===== config.mk =====
export PLATFORM = sky130hd
export DESIGN_NAME = csv_stream_tokenizer_top
export DESIGN_NICKNAME = d
export VERILOG_FILES = /design/src/csvt_pkg.sv /design/src/csv_stream_tokenizer_top.sv /design/src/csvt_ctrl.sv /design/src/csvt_dp.sv
export SDC_FILE = /design/constraint.sdc
export NUM_CORES = 1
export LEC_CHECK = 0
export BUFFER_PORTS_ARGS = -buffer_cell sky130_fd_sc_hd__buf_2
export CAP_MARGIN = 30
export CORE_UTILIZATION = 45
export CTS_CLUSTER_DIAMETER = 150
export DETAILED_ROUTE_END_ITERATION = 10
export GPL_ROUTABILITY_DRIVEN = 0
export GPL_TIMING_DRIVEN = 0
export PLACE_DENSITY = 0.69
export SYNTH_ARGS = -nofsm -noshare
export SYNTH_HDL_FRONTEND = slang
export SYNTH_SLANG_ARGS = --single-unit

===== constraint.sdc =====
create_clock -name i_clk -period 3.8 [get_ports i_clk]
set_clock_uncertainty 0.2 [all_clocks]
set_input_delay 0.38 -clock i_clk [delete_from_list [all_inputs] [get_ports i_clk]]
set_output_delay 0.38 -clock i_clk [all_outputs]
set_load 0.01 [all_outputs]

===== src/csvt_pkg.sv =====
// Shared types, character codes and defaults for the CSV stream tokenizer.
package csvt_pkg;

    localparam int MAX_PENDING_SPACE_DEF = 32;

    localparam logic [7:0] CH_QUOTE = 8'h22;
    localparam logic [7:0] CH_CR    = 8'h0D;
    localparam logic [7:0] CH_LF    = 8'h0A;
    localparam logic [7:0] CH_TAB   = 8'h09;
    localparam logic [7:0] CH_SP    = 8'h20;
    localparam logic [7:0] CH_NUL   = 8'h00;

    localparam logic [7:0] DELIM_RESET = 8'd44;

    typedef enum logic [1:0] {
        TK_BYTE   = 2'd0,
        TK_FIELD  = 2'd1,
        TK_RECORD = 2'd2,
        TK_ERROR  = 2'd3
    } t_token_kind;

    typedef enum logic [2:0] {
        ERR_AFTER_QUOTE = 3'd0,
        ERR_MISPLACED   = 3'd1,
        ERR_OPEN_QUOTE  = 3'd2,
        ERR_BAD_DELIM   = 3'd3,
        ERR_WS_OVERFLOW = 3'd4
    } t_err_code;

    typedef enum logic [1:0] {
        QM_OUTSIDE = 2'd0,
        QM_INSIDE  = 2'd1,
        QM_QSEEN   = 2'd2,
        QM_CLOSED  = 2'd3
    } t_quote_mode;

    typedef enum logic [1:0] {
        REG_DELIM      = 2'd0,
        REG_TRIM       = 2'd1,
        REG_SKIP_BLANK = 2'd2,
        REG_NONE       = 2'd3
    } t_reg_index;

    typedef enum logic [1:0] {
        ST_IDLE       = 2'd0,
        ST_FLUSH_RD   = 2'd1,
        ST_FLUSH_EMIT = 2'd2,
        ST_FLUSH_HOLD = 2'd3
    } t_state;

    typedef struct packed {
        logic accept;
        logic rd_space;
        logic emit_space;
        logic emit_hold;
    } t_ctrl_cmd;

    typedef struct packed {
        logic out_free;
        logic flush_req;
        logic last_space;
    } t_dp_status;

endpackage


===== src/csv_stream_tokenizer_top.sv =====
// CSV stream tokenizer: one text byte per input word, field/record/error tokens out.
// Most input bytes give at most one token, held in an output register; the next
// byte is taken in the cycle that token is taken or once the register is empty,
// so a stalled token holds off the input. A content byte that follows N stored
// trailing blanks (trimming on) keeps the input stalled while each stored blank is
// read from the pending-space memory and sent on; then the held byte follows.
// After the first error the block swallows all input until reset; an invalid
// separator setting is reported as an error on the next word and latches the
// same way.
module csv_stream_tokenizer_top #(
    parameter int MAX_PENDING_SPACE = csvt_pkg::MAX_PENDING_SPACE_DEF
) (
    input  logic        i_clk,
    input  logic        i_rst_n,
    input  logic        i_in_valid,
    output logic        o_in_stall,
    input  logic [7:0]  i_in_byte,
    input  logic        i_end_of_stream,
    output logic        o_out_valid,
    input  logic        i_out_stall,
    output logic [1:0]  o_token_kind,
    output logic [7:0]  o_out_byte,
    output logic        o_was_quoted,
    output logic [2:0]  o_error_code,
    output logic [31:0] o_line_number,
    output logic [15:0] o_column_number,
    output logic        o_last_of_run,
    input  logic        i_cfg_we,
    input  logic [1:0]  i_cfg_index,
    input  logic [7:0]  i_cfg_data
);

    csvt_pkg::t_ctrl_cmd  cmd;
    csvt_pkg::t_dp_status status;

    csvt_ctrl u_ctrl (
        .i_clk      (i_clk),
        .i_rst_n    (i_rst_n),
        .i_in_valid (i_in_valid),
        .i_status   (status),
        .o_cmd      (cmd),
        .o_in_stall (o_in_stall)
    );

    csvt_dp #(
        .MAX_PENDING_SPACE (MAX_PENDING_SPACE)
    ) u_dp (
        .i_clk           (i_clk),
        .i_rst_n         (i_rst_n),
        .i_cmd           (cmd),
        .o_status        (status),
        .i_in_byte       (i_in_byte),
        .i_end_of_stream (i_end_of_stream),
        .i_cfg_we        (i_cfg_we),
        .i_cfg_index     (i_cfg_index),
        .i_cfg_data      (i_cfg_data),
        .i_out_stall     (i_out_stall),
        .o_out_valid     (o_out_valid),
        .o_token_kind    (o_token_kind),
        .o_out_byte      (o_out_byte),
        .o_was_quoted    (o_was_quoted),
        .o_error_code    (o_error_code),
        .o_line_number   (o_line_number),
        .o_column_number (o_column_number),
        .o_last_of_run   (o_last_of_run)
    );

endmodule


===== src/csvt_ctrl.sv =====
// Controller state machine: byte acceptance and the trailing-space flush sequence.
module csvt_ctrl (
    input  logic                  i_clk,
    input  logic                  i_rst_n,
    input  logic                  i_in_valid,
    input  csvt_pkg::t_dp_status  i_status,
    output csvt_pkg::t_ctrl_cmd   o_cmd,
    output logic                  o_in_stall
);

    csvt_pkg::t_state r_state;
    csvt_pkg::t_state n_state;

    always_ff @(posedge i_clk) begin
        if (!i_rst_n) begin
            r_state <= csvt_pkg::ST_IDLE;
        end else begin
            r_state <= n_state;
        end
    end

    always_comb begin
        n_state          = r_state;
        o_cmd            = '0;
        o_in_stall       = 1'b1;
        unique case (r_state)
            csvt_pkg::ST_IDLE: begin
                o_in_stall = !i_status.out_free;
                if (i_in_valid && i_status.out_free) begin
                    o_cmd.accept = 1'b1;
                    if (i_status.flush_req) begin
                        n_state = csvt_pkg::ST_FLUSH_RD;
                    end
                end
            end
            csvt_pkg::ST_FLUSH_RD: begin
                o_cmd.rd_space = 1'b1;
                n_state        = csvt_pkg::ST_FLUSH_EMIT;
            end
            csvt_pkg::ST_FLUSH_EMIT: begin
                if (i_status.out_free) begin
                    o_cmd.emit_space = 1'b1;
                    n_state = i_status.last_space ? csvt_pkg::ST_FLUSH_HOLD
                                                  : csvt_pkg::ST_FLUSH_RD;
                end
            end
            csvt_pkg::ST_FLUSH_HOLD: begin
                if (i_status.out_free) begin
                    o_cmd.emit_hold = 1'b1;
                    n_state         = csvt_pkg::ST_IDLE;
                end
            end
            default: begin
                n_state = csvt_pkg::ST_IDLE;
            end
        endcase
    end

endmodule


===== src/csvt_dp.sv =====
// Datapath: configuration, parse state, pending-space store and output register.
module csvt_dp #(
    parameter int MAX_PENDING_SPACE = csvt_pkg::MAX_PENDING_SPACE_DEF
) (
    input  logic                  i_clk,
    input  logic                  i_rst_n,
    input  csvt_pkg::t_ctrl_cmd   i_cmd,
    output csvt_pkg::t_dp_status  o_status,
    input  logic [7:0]            i_in_byte,
    input  logic                  i_end_of_stream,
    input  logic                  i_cfg_we,
    input  logic [1:0]            i_cfg_index,
    input  logic [7:0]            i_cfg_data,
    input  logic                  i_out_stall,
    output logic                  o_out_valid,
    output logic [1:0]            o_token_kind,
    output logic [7:0]            o_out_byte,
    output logic                  o_was_quoted,
    output logic [2:0]            o_error_code,
    output logic [31:0]           o_line_number,
    output logic [15:0]           o_column_number,
    output logic                  o_last_of_run
);

    localparam int CW = $clog2(MAX_PENDING_SPACE + 1);
    localparam int IW = (MAX_PENDING_SPACE > 1) ? $clog2(MAX_PENDING_SPACE) : 1;
    localparam logic [CW-1:0] COUNT_MAX = CW'(MAX_PENDING_SPACE);

    // Configuration.
    logic [7:0] r_delim;
    logic       r_trim;
    logic       r_skip_blank;

    // Parse state.
    csvt_pkg::t_quote_mode r_qm, n_qm;
    logic          r_cr, n_cr;
    logic          r_fq, n_fq;
    logic          r_ne, n_ne;
    logic          r_rec, n_rec;
    logic [15:0]   r_fields, n_fields;
    logic [31:0]   r_line, n_line;
    logic [CW-1:0] r_count, n_count;
    logic          r_errl, n_errl;

    // Flush support.
    logic          r_space_mem [MAX_PENDING_SPACE];
    logic [IW-1:0] r_idx;
    logic          r_rd_kind;
    logic [7:0]    r_hold;

    // Output register.
    logic          r_out_valid;
    logic [1:0]    r_kind;
    logic [7:0]    r_byte;
    logic          r_q;
    logic [2:0]    r_ecode;
    logic [31:0]   r_eline;
    logic [15:0]   r_ecol;
    logic          r_last;

    // Result of an accepted word.
    logic          res_v;
    logic [1:0]    res_kind;
    logic [7:0]    res_byte;
    logic          res_q;
    logic [2:0]    res_ecode;
    logic          res_err;
    logic          push;
    logic          flush;

    logic          out_free;
    logic          bad_delim;
    logic [CW-1:0] idx_next;

    assign out_free  = !r_out_valid || !i_out_stall;
    assign bad_delim = (r_delim == csvt_pkg::CH_NUL) || (r_delim == csvt_pkg::CH_QUOTE) ||
                       (r_delim == csvt_pkg::CH_CR)  || (r_delim == csvt_pkg::CH_LF);
    assign idx_next  = CW'(r_idx) + CW'(1);

    always_comb begin
        logic f_ef;
        logic f_er;
        logic f_nl;
        logic f_cs;
        logic blank;
        csvt_pkg::t_quote_mode qm_eff;

        n_qm      = r_qm;
        n_cr      = r_cr;
        n_fq      = r_fq;
        n_ne      = r_ne;
        n_rec     = r_rec;
        n_fields  = r_fields;
        n_line    = r_line;
        n_count   = r_count;
        n_errl    = r_errl;
        res_v     = 1'b0;
        res_kind  = csvt_pkg::TK_BYTE;
        res_byte  = 8'd0;
        res_q     = 1'b0;
        res_ecode = 3'd0;
        res_err   = 1'b0;
        push      = 1'b0;
        flush     = 1'b0;
        f_ef      = 1'b0;
        f_er      = 1'b0;
        f_nl      = 1'b0;
        f_cs      = 1'b0;
        blank     = 1'b0;
        qm_eff    = r_qm;

        if (i_cmd.accept && !r_errl) begin
            if (bad_delim) begin
                // A bad separator is reported on the word that meets it.
                res_err   = 1'b1;
                res_ecode = csvt_pkg::ERR_BAD_DELIM;
            end else if (i_end_of_stream) begin
                n_cr = 1'b0;
                if (r_qm == csvt_pkg::QM_INSIDE) begin
                    res_err   = 1'b1;
                    res_ecode = csvt_pkg::ERR_OPEN_QUOTE;
                end else begin
                    f_er = r_rec || (r_qm != csvt_pkg::QM_OUTSIDE) || (r_fields != 16'd0) ||
                           r_ne;
                    f_cs = 1'b1;
                end
            end else if (!(r_cr && i_in_byte == csvt_pkg::CH_LF)) begin
                n_cr = 1'b0;
                if (r_qm == csvt_pkg::QM_QSEEN && i_in_byte == csvt_pkg::CH_QUOTE) begin
                    // Doubled quote inside a quoted field.
                    res_v    = 1'b1;
                    res_byte = csvt_pkg::CH_QUOTE;
                    n_qm     = csvt_pkg::QM_INSIDE;
                end else begin
                    if (r_qm == csvt_pkg::QM_QSEEN) begin
                        qm_eff = csvt_pkg::QM_CLOSED;
                        n_qm   = csvt_pkg::QM_CLOSED;
                    end
                    if (qm_eff == csvt_pkg::QM_INSIDE) begin
                        if (i_in_byte == csvt_pkg::CH_QUOTE) begin
                            n_qm = csvt_pkg::QM_QSEEN;
                        end else if (i_in_byte == csvt_pkg::CH_CR ||
                                     i_in_byte == csvt_pkg::CH_LF) begin
                            res_v    = 1'b1;
                            res_byte = csvt_pkg::CH_LF;
                            f_nl     = 1'b1;
                        end else begin
                            res_v    = 1'b1;
                            res_byte = i_in_byte;
                        end
                    end else if (qm_eff == csvt_pkg::QM_CLOSED) begin
                        if (i_in_byte == r_delim) begin
                            f_ef = 1'b1;
                        end else if (i_in_byte == csvt_pkg::CH_SP ||
                                     i_in_byte == csvt_pkg::CH_TAB) begin
                            n_qm = csvt_pkg::QM_CLOSED;
                        end else if (i_in_byte == csvt_pkg::CH_CR ||
                                     i_in_byte == csvt_pkg::CH_LF) begin
                            f_er = 1'b1;
                            f_nl = 1'b1;
                        end else begin
                            res_err   = 1'b1;
                            res_ecode = csvt_pkg::ERR_AFTER_QUOTE;
                        end
                    end else begin
                        if (i_in_byte == r_delim) begin
                            f_ef = 1'b1;
                        end else if (i_in_byte == csvt_pkg::CH_CR ||
                                     i_in_byte == csvt_pkg::CH_LF) begin
                            f_er = 1'b1;
                            f_nl = 1'b1;
                        end else if (i_in_byte == csvt_pkg::CH_QUOTE) begin
                            if (r_ne) begin
                                res_err   = 1'b1;
                                res_ecode = csvt_pkg::ERR_MISPLACED;
                            end else begin
                                n_count = '0;
                                n_fq    = 1'b1;
                                n_qm    = csvt_pkg::QM_INSIDE;
                                n_rec   = 1'b1;
                            end
                        end else begin
                            n_rec = 1'b1;
                            if (r_trim && (i_in_byte == csvt_pkg::CH_SP ||
                                           i_in_byte == csvt_pkg::CH_TAB)) begin
                                if (r_ne) begin
                                    if (r_count >= COUNT_MAX) begin
                                        res_err   = 1'b1;
                                        res_ecode = csvt_pkg::ERR_WS_OVERFLOW;
                                        n_rec     = r_rec;
                                    end else begin
                                        push    = 1'b1;
                                        n_count = r_count + CW'(1);
                                    end
                                end
                            end else begin
                                n_ne = 1'b1;
                                if (r_count != '0) begin
                                    // Stored blanks go out first; the byte waits.
                                    flush = 1'b1;
                                end else begin
                                    res_v    = 1'b1;
                                    res_byte = i_in_byte;
                                end
                            end
                        end
                    end
                end
            end else begin
                // LF completing a CRLF is consumed.
                n_cr = 1'b0;
            end

            if (f_ef) begin
                res_v    = 1'b1;
                res_kind = csvt_pkg::TK_FIELD;
                res_q    = r_fq;
                n_fields = (r_fields < 16'hFFFF) ? r_fields + 16'd1 : r_fields;
                n_fq     = 1'b0;
                n_ne     = 1'b0;
                n_count  = '0;
                n_qm     = csvt_pkg::QM_OUTSIDE;
                n_rec    = 1'b1;
            end
            if (f_er) begin
                blank    = (r_fields == 16'd0) && !r_fq && !r_ne;
                res_v    = !(r_skip_blank && blank);
                res_kind = csvt_pkg::TK_RECORD;
                res_q    = r_fq;
                n_fields = 16'd0;
                n_rec    = 1'b0;
                n_fq     = 1'b0;
                n_ne     = 1'b0;
                n_count  = '0;
                n_qm     = csvt_pkg::QM_OUTSIDE;
            end
            if (f_nl) begin
                n_line = (r_line != 32'hFFFF_FFFF) ? r_line + 32'd1 : r_line;
                n_cr   = (i_in_byte == csvt_pkg::CH_CR);
            end
            if (f_cs) begin
                n_fq     = 1'b0;
                n_ne     = 1'b0;
                n_count  = '0;
                n_qm     = csvt_pkg::QM_OUTSIDE;
                n_cr     = 1'b0;
                n_rec    = 1'b0;
                n_fields = 16'd0;
                n_line   = 32'd1;
            end
            if (res_err) begin
                res_v    = 1'b1;
                res_kind = csvt_pkg::TK_ERROR;
                n_errl   = 1'b1;
            end
        end

        if (i_cmd.emit_hold) begin
            n_count = '0;
        end
    end

    assign o_status.out_free   = out_free;
    assign o_status.flush_req  = flush;
    assign o_status.last_space = (idx_next == r_count);

    always_ff @(posedge i_clk) begin
        if (!i_rst_n) begin
            r_delim      <= csvt_pkg::DELIM_RESET;
            r_trim       <= 1'b1;
            r_skip_blank <= 1'b1;
            r_qm         <= csvt_pkg::QM_OUTSIDE;
            r_cr         <= 1'b0;
            r_fq         <= 1'b0;
            r_ne         <= 1'b0;
            r_rec        <= 1'b0;
            r_fields     <= 16'd0;
            r_line       <= 32'd1;
            r_count      <= '0;
            r_errl       <= 1'b0;
            r_idx        <= '0;
            r_out_valid  <= 1'b0;
        end else begin
            if (i_cfg_we) begin
                unique case (csvt_pkg::t_reg_index'(i_cfg_index))
                    csvt_pkg::REG_DELIM:      r_delim      <= i_cfg_data;
                    csvt_pkg::REG_TRIM:       r_trim       <= i_cfg_data[0];
                    csvt_pkg::REG_SKIP_BLANK: r_skip_blank <= i_cfg_data[0];
                    default: begin
                    end
                endcase
            end
            r_qm     <= n_qm;
            r_cr     <= n_cr;
            r_fq     <= n_fq;
            r_ne     <= n_ne;
            r_rec    <= n_rec;
            r_fields <= n_fields;
            r_line   <= n_line;
            r_count  <= n_count;
            r_errl   <= n_errl;
            if (i_cmd.emit_space) begin
                r_idx <= r_idx + IW'(1);
            end else if (i_cmd.emit_hold) begin
                r_idx <= '0;
            end
            if (res_v || i_cmd.emit_space || i_cmd.emit_hold) begin
                r_out_valid <= 1'b1;
            end else if (!i_out_stall) begin
                r_out_valid <= 1'b0;
            end
        end
    end

    // Pending-space store, hold byte and output payload.
    always_ff @(posedge i_clk) begin
        if (push) begin
            r_space_mem[r_count[IW-1:0]] <= (i_in_byte == csvt_pkg::CH_TAB);
        end
        if (i_cmd.rd_space) begin
            r_rd_kind <= r_space_mem[r_idx];
        end
        if (flush) begin
            r_hold <= i_in_byte;
        end
        if (res_v) begin
            r_kind  <= res_kind;
            r_byte  <= res_byte;
            r_q     <= res_q;
            r_ecode <= res_err ? res_ecode : 3'd0;
            r_eline <= res_err ? r_line : 32'd0;
            r_ecol  <= res_err ? ((r_fields == 16'hFFFF) ? 16'hFFFF : r_fields + 16'd1)
                               : 16'd0;
            r_last  <= 1'b1;
        end else if (i_cmd.emit_space || i_cmd.emit_hold) begin
            r_kind  <= csvt_pkg::TK_BYTE;
            r_byte  <= i_cmd.emit_hold ? r_hold
                                       : (r_rd_kind ? csvt_pkg::CH_TAB : csvt_pkg::CH_SP);
            r_q     <= 1'b0;
            r_ecode <= 3'd0;
            r_eline <= 32'd0;
            r_ecol  <= 16'd0;
            r_last  <= i_cmd.emit_hold;
        end
    end

    assign o_out_valid     = r_out_valid;
    assign o_token_kind    = r_kind;
    assign o_out_byte      = r_byte;
    assign o_was_quoted    = r_q;
    assign o_error_code    = r_ecode;
    assign o_line_number   = r_eline;
    assign o_column_number = r_ecol;
    assign o_last_of_run   = r_last;

endmodule


## Word level (Yosys, flattened, before mapping)

Memory sizes are Yosys's and may differ from the RTL's. A register that Yosys moved wholly into a read port is not among the register bits.
Cells that the tools add are included.

- Multiply operators: 0
- Bitwise gates (word level): 1
- Shifts and indexed selects: 0
- Eq/ne operators: 41
- Divide/modulo/power cells: 0
- Reduce and logical (&&, ||, !) cells: 57
- Magnitude comparators: 2
- Muxes and demuxes: 252
- $add $sub $neg: 5

Operators with widths:

| cell | number |
|---|---|
| 32-bit 2-to-1 mux | 6 |
| 1-bit 2-to-1 mux | 152 |
| 8-bit 2-to-1 mux | 17 |
| 16-bit 2-to-1 mux | 8 |
| 6-bit 2-to-1 mux | 17 |
| 2-bit 2-to-1 mux | 33 |
| 3-bit 2-to-1 mux | 16 |
| 8-bit by 4-bit == test with 1-bit output, second input constant | 5 |
| 4-bit != test, second input constant | 10 |
| 11-bit AND reduction | 3 |
| 32-bit by 1-bit adder with 32-bit output, second input constant | 1 |
| 32-bit != test, second input constant | 1 |
| 8-bit by 6-bit == test with 1-bit output, second input constant | 3 |
| 16-bit by 1-bit adder with 16-bit output, second input constant | 1 |
| 16-bit == test, second input constant | 1 |
| 16-bit logical NOT | 1 |
| 16-bit less-than comparator, second input constant | 1 |
| 16-bit nonzero test | 1 |
| 13-bit AND reduction | 1 |
| 1-bit logical OR | 12 |
| 2-bit == test, second input constant | 5 |
| 5-bit 2-to-1 mux | 2 |
| 2-bit by 1-bit != test with 1-bit output, second input constant | 5 |
| 2-bit AND reduction | 5 |
| other kinds (26) | 51 |

- Bits in latches: 0
- Memories kept: 1
- Bits in read-only memories: 0
- Bits in writable memories: 32
- Flip-flop bits (word level): 150
- Logic and storage cells: 382
- Output and inout port bits: 65

Memory list:

| name | depth | width | rd ports | clocked after memory_dff | wr ports | RTL line | text |
|---|---|---|---|---|---|---|---|
| u_dp.r_space_mem | 32 | 1 | 1 | 1 | 1 | csvt_dp.sv:46 | `logic r_space_mem [MAX_PENDING_SPACE];` |

## Depth between registers and ports, before layout

Gate-level depths: netlist (run 1).

- Word-level depth: 21
- Depth in mapped cells: 12
- Depth with buffers taken out: 10

## By module

From an unflattened synthesis (run 1), not the netlist that was laid out.

- Cells, all modules: 900
- Area, all modules: 9163.8 um2

Modules (own cells, without submodules):

| module | instances | area each (um2) | cells an instance |
|---|---|---|---|
| csvt_dp | 1 | 9029.9 | 884 |
| csvt_ctrl | 1 | 133.9 | 16 |

## Worst setup path before layout (run 1)

OpenSTA, ideal clock, no wires.

- Path type: input to register
- Start point: in i_in_byte[0]
- End point: reg u_dp.r_ecol[0], in the netlist u_dp.o_column_number[0] (enable)
- Data arrival time: 3195 ps
- Stages on the path: 8
- Required time: 2923 ps
- Slack: -272 ps
- Path through: buf_6 -> or4bb_1 -> o311ai_2 -> nor3_1 -> a311oi_2 -> nor2_1 -> a21oi_4 -> nand2_1

- Cells in the longest elaborated chain, start to end: 18

Ends and longest elaborated chain:

| what | RTL line | text |
|---|---|---|
| start, declared | csv_stream_tokenizer_top.sv:17 | `input logic [7:0] i_in_byte,` |
| 8-bit by 6-bit == test with 1-bit output / 8-bit by 4-bit == test with 1-bit output (equally long branches) | n/a |  |
| 1-bit logical OR | csvt_dp.sv:154, csvt_dp.sv:184 |  |
| 1-bit logical AND | csvt_dp.sv:184 | `if (r_trim && (i_in_byte == csvt_pkg::CH_SP \|\|` |
| 1-bit 2-to-1 mux | csvt_dp.sv:184 |  |
| 1-bit 2-to-1 mux | csvt_dp.sv:172 | `end else if (i_in_byte == csvt_pkg::CH_QUOTE) begin` |
| 1-bit 2-to-1 mux | csvt_dp.sv:168 | `end else if (i_in_byte == csvt_pkg::CH_CR \|\|` |
| 1-bit 2-to-1 mux | csvt_dp.sv:166 | `if (i_in_byte == r_delim) begin` |
| 1-bit 2-to-1 mux | csvt_dp.sv:151 | `end else if (qm_eff == csvt_pkg::QM_CLOSED) begin` |
| [... 2 more ...] | n/a |  |
| 1-bit 2-to-1 mux | csvt_dp.sv:127 | `end else if (!(r_cr && i_in_byte == csvt_pkg::CH_LF)) begin` |
| 1-bit 2-to-1 mux | csvt_dp.sv:117 | `end else if (i_end_of_stream) begin` |
| 1-bit 2-to-1 mux | csvt_dp.sv:113 | `if (bad_delim) begin` |
| 1-bit 2-to-1 mux | csvt_dp.sv:214 | `if (f_ef) begin` |
| 1-bit 2-to-1 mux | csvt_dp.sv:225 | `if (f_er) begin` |
| 1-bit 2-to-1 mux (*) | csvt_dp.sv:251 | `if (res_err) begin` |
| 1-bit 2-to-1 mux (*) | csvt_dp.sv:112 | `if (i_cmd.accept && !r_errl) begin` |
| 2-bit nonzero test (no line) (*) | n/a |  |
| end signal, assigned | csvt_dp.sv:332 | `r_ecol <= res_err ? ((r_fields == 16'hFFFF) ? 16'hFFFF : r_fields + 16'd1)` |
| end, declared | csvt_dp.sv:58 | `logic [15:0] r_ecol;` |

Every way passes the cells marked *; elsewhere a longest branch is shown, timed or not. The select of a mux whose other input is x is not followed.
A chain may end at the register's enable or synchronous reset.

## Final worst setup path (run 1)

- Start point: reg u_dp.r_delim[3]
- End point: reg u_dp.r_eline[20], in the netlist u_dp.o_line_number[20] (enable)

- Cells in the longest elaborated chain, start to end: 13

Ends and longest elaborated chain:

| what | RTL line | text |
|---|---|---|
| start, declared | csvt_dp.sv:30 | `logic [7:0] r_delim;` |
| start signal, assigned | csvt_dp.sv:269 | `r_delim <= csvt_pkg::DELIM_RESET;` |
| start signal, assigned | csvt_dp.sv:286 | `csvt_pkg::REG_DELIM: r_delim <= i_cfg_data;` |
| 8-bit == test | csvt_dp.sv:152, csvt_dp.sv:166 |  |
| 1-bit 2-to-1 mux (on tied branches) | csvt_dp.sv:166, csvt_dp.sv:152 |  |
| 1-bit 2-to-1 mux (on tied branches) | csvt_dp.sv:151, csvt_dp.sv:139 |  |
| 1-bit 2-to-1 mux (on tied branches) | csvt_dp.sv:139, csvt_dp.sv:129 |  |
| 1-bit 2-to-1 mux (on tied branches) | csvt_dp.sv:129, csvt_dp.sv:127 |  |
| 1-bit 2-to-1 mux (on tied branches) | csvt_dp.sv:127, csvt_dp.sv:117 |  |
| 1-bit 2-to-1 mux (on tied branches) | csvt_dp.sv:117, csvt_dp.sv:113 |  |
| 1-bit 2-to-1 mux (on tied branches) | csvt_dp.sv:113, csvt_dp.sv:112 |  |
| 1-bit 2-to-1 mux (on tied branches) | csvt_dp.sv:214, csvt_dp.sv:112 |  |
| 1-bit 2-to-1 mux | csvt_dp.sv:225 |  |
| 1-bit 2-to-1 mux (*) | csvt_dp.sv:251 |  |
| 1-bit 2-to-1 mux (*) | csvt_dp.sv:112 |  |
| 2-bit nonzero test (no line) (*) | n/a |  |
| end signal, assigned | csvt_dp.sv:331 | `r_eline <= res_err ? r_line : 32'd0;` |
| end, declared | csvt_dp.sv:57 | `logic [31:0] r_eline;` |

Marks and branches as above.

==> metrics, run 1 <==
status=completed; core area=just under 20,000 um2; Crit path largest cell delay=around 0.48 ns; vias in the first global route=6,682; crit path cell chain=o21ba_2 -> a2111o_1 -> a2111oi_4 -> buf_4 -> a311oi_2 -> nor2_1 -> a21oi_4 -> nand2_4 -> buf_12; row count=51; Slowest-stage cell, CP=a2111oi_4; static leakage=approximately 3.5 nW; top_reg_cell synth=edfxtp_1; htree depth=4; Clock Tree Buf Depth=2; worst setup margin=a little under 0.2 ns; CTS tree=yes; Ys Warns=0; Final Hold Viols=0; global route overflow=0; DRC=0; first-pass GRT wire length=between 30,000 and 40,000 um; initial antenna violation count=0; CTS Buf Count=17; Port Buffers=87; Pins Over Slew Limit=0; Reg clk slew, reported paths=0.07 ns; sequential share of the synthesized area=between 50% and 60%; largest net degree at the start of global routing=37; worst path bufs/invs=2; setup TNS=0 ns; CP endpoint kind=flop; Util after Layout=a little over half; post-synth cell types=77; worst-margin pin slew=0.8391 ns; later-pin clock latency in the skew report=approximately 0.44 ns; DR vias/cell=between 5 and 6; layout cells sized above 1=17.22%; CP delay by family, top=compound AO/OA/AOI/OAI gates; kind of critical path=reg -> reg; Post-CTS Setup Inserts=0; Power Density=roughly 400 nW/um2; DIE AREA=~21,000 um2; DP Wirelength=15,580 um; Die X=roughly 140 um; ys async rst share=0%; Final ANT Viol Nets=0; Max-slew headroom=43.54%; CTS sink count=about 180; startpoint type of the worst setup path=flop; min Tclk post-route=between 3 and 4 ns; Setup-failing EPs final=0; initial DRC count=550; CP required=about 3.7 ns; unrepaired setup endpoints after global routing=false; number of synthesized flops with an enable pin=103; Mapped Nets=919; initial core utilization=between 40% and 50%; crit-path max FO=36; Mapped Cells=887; worst hold margin=slightly above 0.007 ns; die height=around 140 um; Worst Hold Depth=3; worst slack at placement=-0.2600 ns; max-cap violation count=0; CTS Root Cell=clkbuf_16; Initial DRT Pass Iterations=7; r2r worst-path depth=9; hold crit path type=in -> reg; Max IR drop VDD=319.9 uV; #FFs+latches synth=~180; synthesized area per cell=slightly above 10 um2; wire per inst=16.97 um; number of top-level pins=between 80 and 90; Mapped Area=9116 um2; Final nets=about 1,000; final WL=around 22,000 um; GRT Overall Usage=between 20 and 25%; Peak Freq=approximately 280 MHz; Ant. Diodes=0; area grow syn2layout=16.28%; via count=between 7,000 and 8,000; Worst Path Arrival=3.53 ns; Tcrit/Tclk final=approximately 95%; CP Depth=9
state kept, by name (all words and copies together) (netlist names), 5 cells and up:
| register | flops |
|---|---|
| u_dp.r_hold | 8 |
| u_dp.o_line_number | 32 |
| u_dp.r_line | 32 |
| u_dp.r_delim | 8 |
| u_dp.r_space_mem | 32 |
| u_dp.r_idx | 5 |
| u_dp.r_count | 6 |
| u_dp.r_fields | 16 |
| u_dp.o_column_number | 16 |
| u_dp.o_out_byte | 8 |
cells in the mapped netlist, types with 6 or more instances:
cell type / count / area share [%]
a31oi_1: 7 / 0.48
inv_1: 16 / 0.66
nand4_1: 22 / 1.5
and4_1: 10 / 0.96
nor2b_1: 16 / 1.1
nand2_1: 61 / 2.5
buf_2: 9 / 0.49
a211oi_1: 6 / 0.49
a21boi_0: 13 / 1.1
edfxtp_1: 103 / 34
mux2i_1: 11 / 1.2
xnor2_1: 21 / 2.0
dfxtp_1: 80 / 18
o21ai_1: 9 / 0.49
a21oi_1: 65 / 3.6
nor2_1: 83 / 3.4
and3_1: 14 / 0.96
clkbuf_1: 36 / 1.5
o21ai_0: 38 / 2.1
nor4_1: 9 / 0.62
nor3_1: 15 / 0.82
o21a_1: 6 / 0.49
nand3b_1: 13 / 1.1
mux4_2: 10 / 2.5
nand3_1: 26 / 1.4
nand2b_1: 8 / 0.55
or4_1: 7 / 0.58
xor2_1: 15 / 1.4
ha_1: 8 / 1.1
and2_1: 36 / 2.5
or3_1: 21 / 1.4
cell usage in the layout (no fill, tap or decap), drive strengths merged, types with 8 or more instances in the layout:
cell type	n
nor4	10
nand3	28
nand3b	13
buf	108
and3	14
clkbuf	53
mux2i	11
inv	23
edfxtp	103
nand2b	8
dfxtp	80
a21boi	17
nor3	17
and2	36
xnor2	21
nand2	61
o21ai	49
ha	8
or3	21
mux4	10
a21oi	66
nor2	86
nor2b	16
and4	10
nand4	22
xor2	15
what timing repair did:
action | 4_1_cts | 5_1_grt
endpoints found under the hold margin | 6 | 0
endpoints found under the setup margin | 36 | 0
hold buffers | 6 | 0
resized for setup | 1 | 0
per-stage QoR:
stage               power [mW]  cells  cell area, um2
finish                   4.302   1281           10600
global route             4.437   1281           10600
floorplan                2.417    887            9119
detailed placement       2.556   1243            9945
CTS                      4.325   1281           10600
global placement         2.549   1239            9886
layer usage:
layer	GRT usage (%)	part of all wire, %	vias to the layer above
li1	-	-	3514
met3	3.775	5.7	34
met4	7.867	2.0	0
met5	0	0	-
met1	29.60	45	3482
met2	35.32	47	265
cell families (layout without fill, tap and decap cells):
family          after synthesis  count (layout)  share of synthesized area, %
compound gates              194             194                         14.07
xor+xnor                     36              36                         3.459
mux                          22              22                         3.802
fa+ha+maj                     8               8                         1.098
flops                       183             183                         51.50
buf+inv                      69             198                         3.294
simple gates                375             375                         22.78
layout make-up:
class	instances	area (um2)
clock inverter	15	165.2
multi-input combinational	635	4141
sequential	183	4695
fill	1822	9054
tap	265	331.6
buffer	53	240.2
clock buffer	17	425.4
timing repair buffer	97	541.8
inverter	16	60.06
tightest hold or removal path: cells and delay by family:
kind	cells	cell delay (ns)
simple gates	1	0.10
buf+inv	1	0.08
mux	1	0.06
power breakdown:
group          total (mW)  switching, mW  internal [mW]  leakage (nW)
registers            2.18         0.0244           2.16          1.56
clock network        1.78          0.800          0.985         0.285
logic               0.335          0.215          0.119          1.68
final timing paths:
check	from	slack (ns)	end
max	u_dp.r_delim[3]$_SDFFE_PN1P_	0.20	u_dp.o_line_number[20]$_SDFFCE_PN0P_
min	i_cfg_data[7]	0.007	u_dp.r_delim[7]$_SDFFE_PN0P_
max reg2reg	u_dp.r_delim[3]$_SDFFE_PN1P_	0.20	u_dp.o_line_number[20]$_SDFFCE_PN0P_
min reg2reg	u_dp.o_last_of_run$_SDFFE_PN1P_	0.26	u_dp.o_last_of_run$_SDFFE_PN1P_
(Power assumes the default switching activity.)
==> inputs of run 2 (changes only) <==
--- a/config.mk
+++ b/config.mk
@@ -5,13 +5,14 @@
 export SDC_FILE = /design/constraint.sdc
 export NUM_CORES = 1
 export LEC_CHECK = 0
-export BUFFER_PORTS_ARGS = -buffer_cell sky130_fd_sc_hd__buf_2
+export BUFFER_PORTS_ARGS = -buffer_cell sky130_fd_sc_hd__clkbuf_2
 export CAP_MARGIN = 30
 export CORE_UTILIZATION = 45
 export CTS_CLUSTER_DIAMETER = 150
 export DETAILED_ROUTE_END_ITERATION = 10
 export GPL_ROUTABILITY_DRIVEN = 0
 export GPL_TIMING_DRIVEN = 0
+export MAX_ROUTING_LAYER = met4
 export PLACE_DENSITY = 0.69
 export SYNTH_ARGS = -nofsm -noshare
 export SYNTH_HDL_FRONTEND = slang
==> run 2 against run 1 <==
  * Critical path depth unchanged
  * Clock power increased by 3%
  * Via count fell by 0.63%
  * Power rose by 1.1%
  * Sequential power is essentially flat
  * Sequential cell count is the same
  * Design area increased by 0.34%
  * Count of clock-buffer cells in the layout did not move
  * Sequential share of layout area down 0.15 points
==> metrics, run 2 (synthesis gave the netlist of run 1 again) <==
setup TNS=0 ns (unchanged); first-pass GRT wire length=34,350 um (-1.2%); Slowest-stage cell, CP=a2111oi_4; Max-slew headroom=46.23% (+2.7 points); commonest non-fill, non-tap cells in the layout=103 x edfxtp_1, 87 x clkbuf_2, 83 x nor2_1; startpoint type of the worst setup path=flop; final WL=21,570 um (-0.77%); worst-margin pin slew=0.7999 ns (-0.03923 ns); Worst Hold Depth=3 (unchanged); via count=7,249 (-0.63%); Final nets=1,037 (+0.19%); initial antenna violation count=0 (unchanged); Crit path largest cell delay=0.47 ns (about the same); Ant. Diodes=0 (unchanged); Peak Freq=280.1 MHz (+0.93%); global route overflow=0 (unchanged); DP Wirelength=15,610 um (+0.20%); reg2reg end=u_dp.o_line_number[21]$_SDFFCE_PN0P_; Port Buffers=87 (unchanged); R2R setup slack=0.23 ns (+0.03 ns); largest net degree at the start of global routing=37 (unchanged); DRC=0 (unchanged); Tcrit/Tclk final=93.94% (-0.88 points); die height=144.3 um (unchanged); commonest non-fill, non-tap cell in the layout=edfxtp_1; later-pin clock latency in the skew report=0.44 ns (about the same); Pins Over Slew Limit=0 (unchanged); GRT Overall Usage=22.30% (+0.37 points); Hold Path Sink=u_dp.r_delim[7]$_SDFFE_PN0P_; static leakage=3.557 nW (+0.95%); vias in the first global route=6,629 (-0.79%); Fill cells=1,787 (-1.9%); number of top-level pins=89 (unchanged); Initial DRT Pass Iterations=5 (-2); Post-CTS Setup Inserts=0 (unchanged); CP endpoint kind=flop; Worst Path Arrival=3.51 ns (-0.02 ns); unrepaired setup endpoints after global routing=false; Max IR drop VDD=310.3 uV (-3.0%); Power Density=409.0 nW/um2 (+0.79%); DP Cell Count=1,243 (unchanged); initial DRC count=701 (+27%); Final Hold Viols=0 (unchanged); worst path bufs/invs=2 (unchanged); CTS Root Cell=clkbuf_16; Final ANT Viol Nets=0 (unchanged); hold_sp=i_cfg_data[7]; CP delay by family, top=compound AO/OA/AOI/OAI gates; Reg clk slew, reported paths=0.07 ns (about the same); crit-path max FO=36 (unchanged); r2r worst-path depth=9 (unchanged); CTS tree=yes; core area=19,650 um2 (unchanged); layout cells sized above 1=17.39% (+0.16 points); htree depth=4 (unchanged); post-layout instance count excluding filler cells=1,283 (+0.16%); initial core utilization=46.38% (unchanged); CTS Buf Count=17 (unchanged); area grow syn2layout=16.68%; status=completed; Clock Tree Buf Depth=2 (unchanged); kind of critical path=reg -> reg; wire per inst=16.81 um (-0.93%); DR vias/cell=5.650 (-0.79%); DIE AREA=20,830 um2 (unchanged); Setup-failing EPs final=0 (unchanged); CP required=3.74 ns (about the same); min Tclk post-route=3.570 ns (-0.03328 ns); RR Startpoint=u_dp.r_delim[1]$_SDFFE_PN0P_; hold crit path type=in -> reg; max-cap violation count=0 (unchanged); crit path cell chain=o21ba_2 -> a2111o_1 -> a2111oi_4 -> buf_4 -> a311oi_2 -> nor2_1 -> a21oi_4 -> nand2_4 -> buf_12; row count=51 (unchanged); Die X=144.3 um (unchanged); CTS sink count=183 (unchanged)
run 2: cell count changes in the layout (fill, tap and decap cells not counted):
cell / before / now
buf_2: 96 / 9
clkbuf_2: 0 / 87
clkinv_1: 2 / 0
clkinv_8: 0 / 2
dlygate4sd3_1: 6 / 8
inv_8: 3 / 1
buf_4: 4 / 5
buf_6: 4 / 3
clkinv_4: 1 / 2
inv_6: 4 / 5
run 2: how the worst max path moves through the flow:
| stage | end | startpoint | depth (start not counted) | slack (ns) |
|---|---|---|---|---|
| floorplan | u_dp.r_space_mem[0]$_DFFE_PP_ | i_in_byte[4] | 3 | 0.31 |
| global placement | u_dp.r_space_mem[20]$_DFFE_PP_ | i_in_byte[4] | 4 | -1.26 |
| detailed placement | u_dp.o_line_number[21]$_SDFFCE_PN0P_ | i_in_byte[4] | 10 | -0.26 |
| CTS | u_dp.o_line_number[21]$_SDFFCE_PN0P_ | u_dp.r_delim[1]$_SDFFE_PN0P_ | 9 | 0.01 |
| global route | u_dp.o_line_number[0]$_SDFFCE_PN0P_ | u_dp.r_delim[5]$_SDFFE_PN1P_ | 9 | 0.07 |
| finish | u_dp.o_line_number[21]$_SDFFCE_PN0P_ | u_dp.r_delim[1]$_SDFFE_PN0P_ | 9 | 0.23 |
run 2: power by group:
part | total (mW) | switching [mW] | internal [mW]
registers | 2.18 | 0.0261 | 2.16
clock network | 1.83 | 0.836 | 0.995
logic | 0.336 | 0.216 | 0.119
run 2: final cells by class:
class	count	area, um2	share of cell area, %
tap	265	331.6	3.117
buffer	53	240.2	2.259
inverter	16	60.06	0.5646
multi-input combinational	635	4141	38.94
sequential	183	4695	44.14
clock buffer	17	425.4	4.000
timing repair buffer	99	558.0	5.246
clock inverter	15	185.2	1.741
run 2: per-stage QoR:
stage | util [%] | total power, mW | hold WS, ns | worst slack, ns | area [um2]
after floorplan | - | 2.417 | 0.2359 | 0.3075 | 9119
final | 54.12 | 4.350 | 0.01141 | 0.2303 | 10640
after global routing | 54.12 | 4.477 | 0.004514 | 0.06973 | 10640
after global placement | 50.30 | 2.550 | 0.2486 | -1.258 | 9886
after CTS | 54.09 | 4.361 | 0.006666 | 0.01456 | 10630
after detailed placement | 50.58 | 2.557 | 0.2644 | -0.2586 | 9941
run 2: worst min-delay path, cell delays in order:
cell and delay (ns):
clkbuf_2 0.08, mux2i_1 0.06, nor2b_1 0.10
run 2: what timing repair did:
action	4_1_cts	5_1_grt
setup endpoints to repair	0	36
resized for setup	0	1
endpoints found under the hold margin	8	0
hold buffers	8	0
run 2: routing by layer:
layer | wire [um] | share of wire [%] | track usage, %
met1 | 9661 | 45 | 28.90
met2 | 10170 | 47 | 34.59
met3 | 1264 | 5.9 | 3.940
met4 | 479 | 2.2 | 8.975
met5 | 0 | 0 | -
